<file path="config.mk">
export PLATFORM = sky130hd
export DESIGN_NAME = rsmp_offer
export DESIGN_NICKNAME = d
export VERILOG_FILES = /design/src/rtl/rsmp_pkg.sv /design/src/rtl/rsmp_offer.sv
export SDC_FILE = /design/constraint.sdc
export NUM_CORES = 1
export LEC_CHECK = 0
export ABC_AREA = 1
export BUFFER_PORTS_ARGS = -buffer_cell sky130_fd_sc_hd__buf_2
export CAP_MARGIN = 20
export CORE_ASPECT_RATIO = 0.6
export CORE_UTILIZATION = 60
export DETAILED_ROUTE_END_ITERATION = 16
export PLACE_DENSITY = 0.78
export SYNTH_ARGS = -nofsm -noshare
export SYNTH_HDL_FRONTEND = slang
export SYNTH_SLANG_ARGS = --single-unit
</file>
<file path="constraint.sdc">
create_clock -name vclk -period 16.1
set_input_delay 2.415 -clock vclk [all_inputs]
set_output_delay 2.415 -clock vclk [all_outputs]
set_load 0.01 [all_outputs]
</file>
<file path="src/rtl/rsmp_pkg.sv">
package rsmp_pkg;

  localparam int DEF_RES_DEPTH  = 256;
  localparam int DEF_DATA_WIDTH = 32;

  // fixed field widths of the item ports
  localparam int DATUM_W = 32;
  localparam int RAND_W  = 16;
  localparam int SLOT_W  = 8;
  localparam int SIZE_W  = 9;
  localparam int SEEN_W  = 32;

  localparam logic [SEEN_W-1:0] SEEN_TOP = '1;

  typedef enum logic {
    OP_OFFER = 1'b0,
    OP_READ  = 1'b1
  } op_t;

  // decision for one offered item
  typedef struct packed {
    logic              stored;
    logic              fill_room;
    logic [SIZE_W-1:0] wslot;
  } offer_t;

endpackage

</file>
<file path="src/rtl/rsmp_offer.sv">
module rsmp_offer import rsmp_pkg::*; (
  input  logic [SIZE_W-1:0] k_act,
  input  logic [SIZE_W-1:0] fill_level,
  input  logic [SEEN_W-1:0] seen_inc,
  input  logic [RAND_W-1:0] rand_accept,
  input  logic [RAND_W-1:0] rand_slot,
  output offer_t            ofr
);

  logic [RAND_W+SEEN_W-1:0] prod_acc;
  logic [RAND_W+SEEN_W-1:0] limit;
  logic [RAND_W+SIZE_W-1:0] prod_slot;
  logic                     keep;

  // keep with chance k / seen: rand * seen < k * 2^16
  assign prod_acc  = (RAND_W+SEEN_W)'(rand_accept) * (RAND_W+SEEN_W)'(seen_inc);
  assign limit     = {{(SEEN_W-SIZE_W){1'b0}}, k_act, {RAND_W{1'b0}}};
  assign keep      = prod_acc < limit;
  // replaced slot is the top bits of rand * k, always below k
  assign prod_slot = (RAND_W+SIZE_W)'(rand_slot) * (RAND_W+SIZE_W)'(k_act);

  always_comb begin
    ofr.fill_room = fill_level < k_act;
    ofr.stored    = ofr.fill_room || keep;
    ofr.wslot     = ofr.fill_room ? fill_level : prod_slot[RAND_W+SIZE_W-1:RAND_W];
  end

endmodule

</file>
## Yosys cells after proc, flatten, opt, wreduce, memory -nomap -nowiden

Cells that the tools add are included.

- Output and inout port bits: 11
- Bits in registers: 0
- Memories kept: 0
- Input bits: 82
- Logic and storage cells: 6
- Latch bits: 0
- Memory bits (read-only): 0
- RAM bits: 0

- Multipliers: 2
- Magnitude comparators: 2
- Mux-type cells: 1
- Reductions and logical operators: 1
- Equality and inequality tests: 0
- Shift operators: 0
- Add/subtract/negate cells: 0
- Bitwise logic cells: 0
- Div/mod/pow operators: 0

Operators with widths:

| operator | count |
|---|---|
| less-than comparator 48 x 25 -> 1 bit | 1 |
| multiplier 16 x 32 -> 48 bit | 1 |
| multiplier 16 x 9 -> 25 bit | 1 |
| less-than comparator 9 bit | 1 |
| two-way mux 9 bit | 1 |
| logical OR 1 bit | 1 |

## Logic depth before layout (Yosys ltp)

- Depth after elaboration: 3
- Gate-level depth with buffers: 35
- Depth with buffers taken out: 34

## Worst setup path after synthesis

OpenSTA, ideal clock, no wires.

- Path kind: input port to output port
- Start point: input port seen_inc[7]
- End point: output port ofr[10] in the netlist's numbering
- Required time: 13.685 ns
- Data arrival time: 8.096 ns
- Path slack: 5.589 ns
- Cell stages on the path: 31
- Path buffers: 2
- Cells stage by stage: clkbuf_1 > clkbuf_1 > nand2_1 > fa_1 > inv_1 > fa_1 > inv_1 > fa_1 > inv_1 > fa_1 > fa_1 > inv_1 > fa_1 > inv_1 > ha_1 > nand2_1 > inv_1 > a21oi_1 > nand2_1 > inv_1 > nand2_1 > a21oi_1 > xnor2_1 > ha_1 > nand2_1 > nor2_1 > a211oi_1 > nand2_1 > a21oi_1 > nand2_1 > nand2_1

RTL lines:

| what | RTL line | RTL |
|---|---|---|
| from (decl) | rsmp_offer.sv:4 | `input logic [SEEN_W-1:0] seen_inc,` |
| to (decl) | rsmp_offer.sv:7 | `output offer_t ofr` |

==> impl_metrics.json <==
{
  "die_x_um": 252.0,
  "hold_viol": 0,
  "synth_fp_nets": 3991,
  "fin_nets": 3941,
  "layout_commonest_cell": "nand2_1",
  "grt_use_total": 0.3671,
  "grt_pass1_vias": 20060,
  "yosysSeqAreaShare": 0,
  "die_y_um": 152.0,
  "slew_violations": 0,
  "ant_nets": 0,
  "mostFrequentLayoutCells": "1033 x nand2_1, 968 x inv_1, 515 x fa_1",
  "multi_input_area_sq_um": 18280,
  "wl_per_cell_um": 18.45,
  "cts_setup_buffers": 0,
  "yosysTopAreaCell": "fa_1",
  "cp_max_fo": 32,
  "wirelength_um": 67760,
  "slew_headroom": 0.4202,
  "criticalPathCategory": "input port to output pin",
  "clkbuf_count": 0,
  "synth_top_area_share": 0.4582,
  "ys_warn_count": 0,
  "dp_hpwl_um": 56910,
  "netlist_area_sq_um": 22500,
  "vias": 19820,
  "coreArea_sq_um": 36620,
  "startpoint_type": "input port",
  "hold_class": "input port to output pin",
  "fin_tns_setup_ps": 0,
  "vias_per_cell": 5.397,
  "drc": 0,
  "cp-end-kind": "output pin",
  "setup_viol": 0,
  "worst_pin_slew_ps": 869.7,
  "rsz0062_at_grt": "no",
  "grt_pass1_wl_um": 108900,
  "cts_resized": 0,
  "finalCritPeriodShare": 0.7371,
  "core.rowCount": 54,
  "seq_area_sq_um": 0,
  "start_util": 0.6145,
  "cp.required_ps": 13690,
  "worstPathArrival_ps": 9450,
  "synth_area_leaders": "fa_1 46%, nand2_1 17%, inv_1 16%",
  "drive_gt1_frac": 0.03693,
  "portBuffers": 93,
  "status": "complete, no violations",
  "max-cap-violations": 0,
  "syn_inst": 3220,
  "first_iter_violations": 2146,
  "synth_cell_types": 39,
  "min_period_ps": 11870,
  "globalplace.congestion": 1.071,
  "gr-total-overflow": 0,
  "grt_max_degree": 33,
  "nFillCells": 3405,
  "grt_antenna_before_repair": 4,
  "syn_area_per_cell_sq_um": 6.988,
  "cts_hold_buf": 0,
  "ios": 93,
  "area_growth_syn_to_layout_pct": 2.447,
  "seq_cell_count": 0,
  "n_antenna_cell": 0,
  "dr.pass1.iters": 6,
  "fmax_mhz": 84.27,
  "die_area_sq_um": 38310
}
-- synthesized netlist by cell type --
cell	instances
clkbuf_1	144
inv_2	11
nor3_2	1
a21oi_2	1
o211ai_1	1
nand3_1	53
xnor2_1	5
nand3_2	1
a21o_1	4
ha_1	174
o31ai_1	1
nor2_4	1
o21bai_1	8
a21boi_0	1
or2_1	1
clkbuf_2	1
nand3b_1	4
a31oi_1	9
fa_1	515
or2_2	2
nor2_1	124
o21a_1	4
o21bai_2	1
inv_1	968
o21ai_0	27
nand2_2	6
nand4_1	12
xor2_1	10
a211oi_1	4
or2_0	1
clkinv_1	1
o21ai_1	3
and2_1	1
nor4_1	5
nor3_1	9
a21oi_1	71
nand2_1	1033
nor3b_1	1
a221oi_1	1
-- cell type report --
class                           instances  area share
Multi-Input combinational cell       2095      0.7929
Inverter                              980      0.1596
Tap cell                              504     0.02735
Timing Repair Buffer                   93     0.02019
-- routing by layer --
| layer | up-vias | global-route usage | routed length, um |
|---|---|---|---|
| li1 | 8894 | - | - |
| met1 | 9606 | 0.5748 | 30050 |
| met2 | 1212 | 0.4921 | 26320 |
| met3 | 99 | 0.1348 | 10520 |
| met4 | 6 | 0.04502 | 838 |
| met5 | - | 0 | 27 |
-- per-stage QoR --
stage | util | hold WS, ps | instance area, sq um | setup WS, ps | cells
after floorplan | - | 4954 | 22500 | 5589 | 3220
after global placement | 0.6295 | 5169 | 23050 | 4361 | 3672
after detailed placement | 0.6295 | 5172 | 23050 | 4484 | 3672
after CTS | 0.6295 | 5172 | 23050 | 4428 | 3672
after global routing | 0.6295 | 5208 | 23050 | 3901 | 3672
final | 0.6295 | 5167 | 23050 | 4233 | 3672
-- kinds of logic after synthesis --
group	count (synthesis)	synth area share
compound gates	136	0.03392
buf+inv	1125	0.1877
simple gates	1255	0.2176
fa+ha+maj	689	0.5549
xor+xnor	15	0.005838
-- worst paths after layout --
check / startpoint / end / slack [ps] / depth (start not counted)
hold / removal: fill_level[0] / ofr[0] / 5170 / 4
setup / recovery: rand_accept[10] / ofr[10] / 4230 / 28
-- worst max-delay path, cell delays in order --
cell,delay [ps]
buf_2,640
nand2_1,200
fa_1,590
inv_1,60
fa_1,610
fa_1,490
fa_1,500
fa_1,490
inv_1,50
fa_1,480
inv_1,40
ha_1,420
nand2_1,150
nor2_1,250
nand2_1,240
nor2_1,150
nand2_1,70
nand3_1,210
xor2_1,260
ha_1,270
nand2_1,90
nor2_1,60
a211oi_1,180
nand2_1,90
a21oi_1,140
nand2_1,60
nand2_1,50
buf_2,150
Power is left out: the tool's default activity adds up to more than one toggle a clock period on the data nets, which glitch-free logic cannot reach.
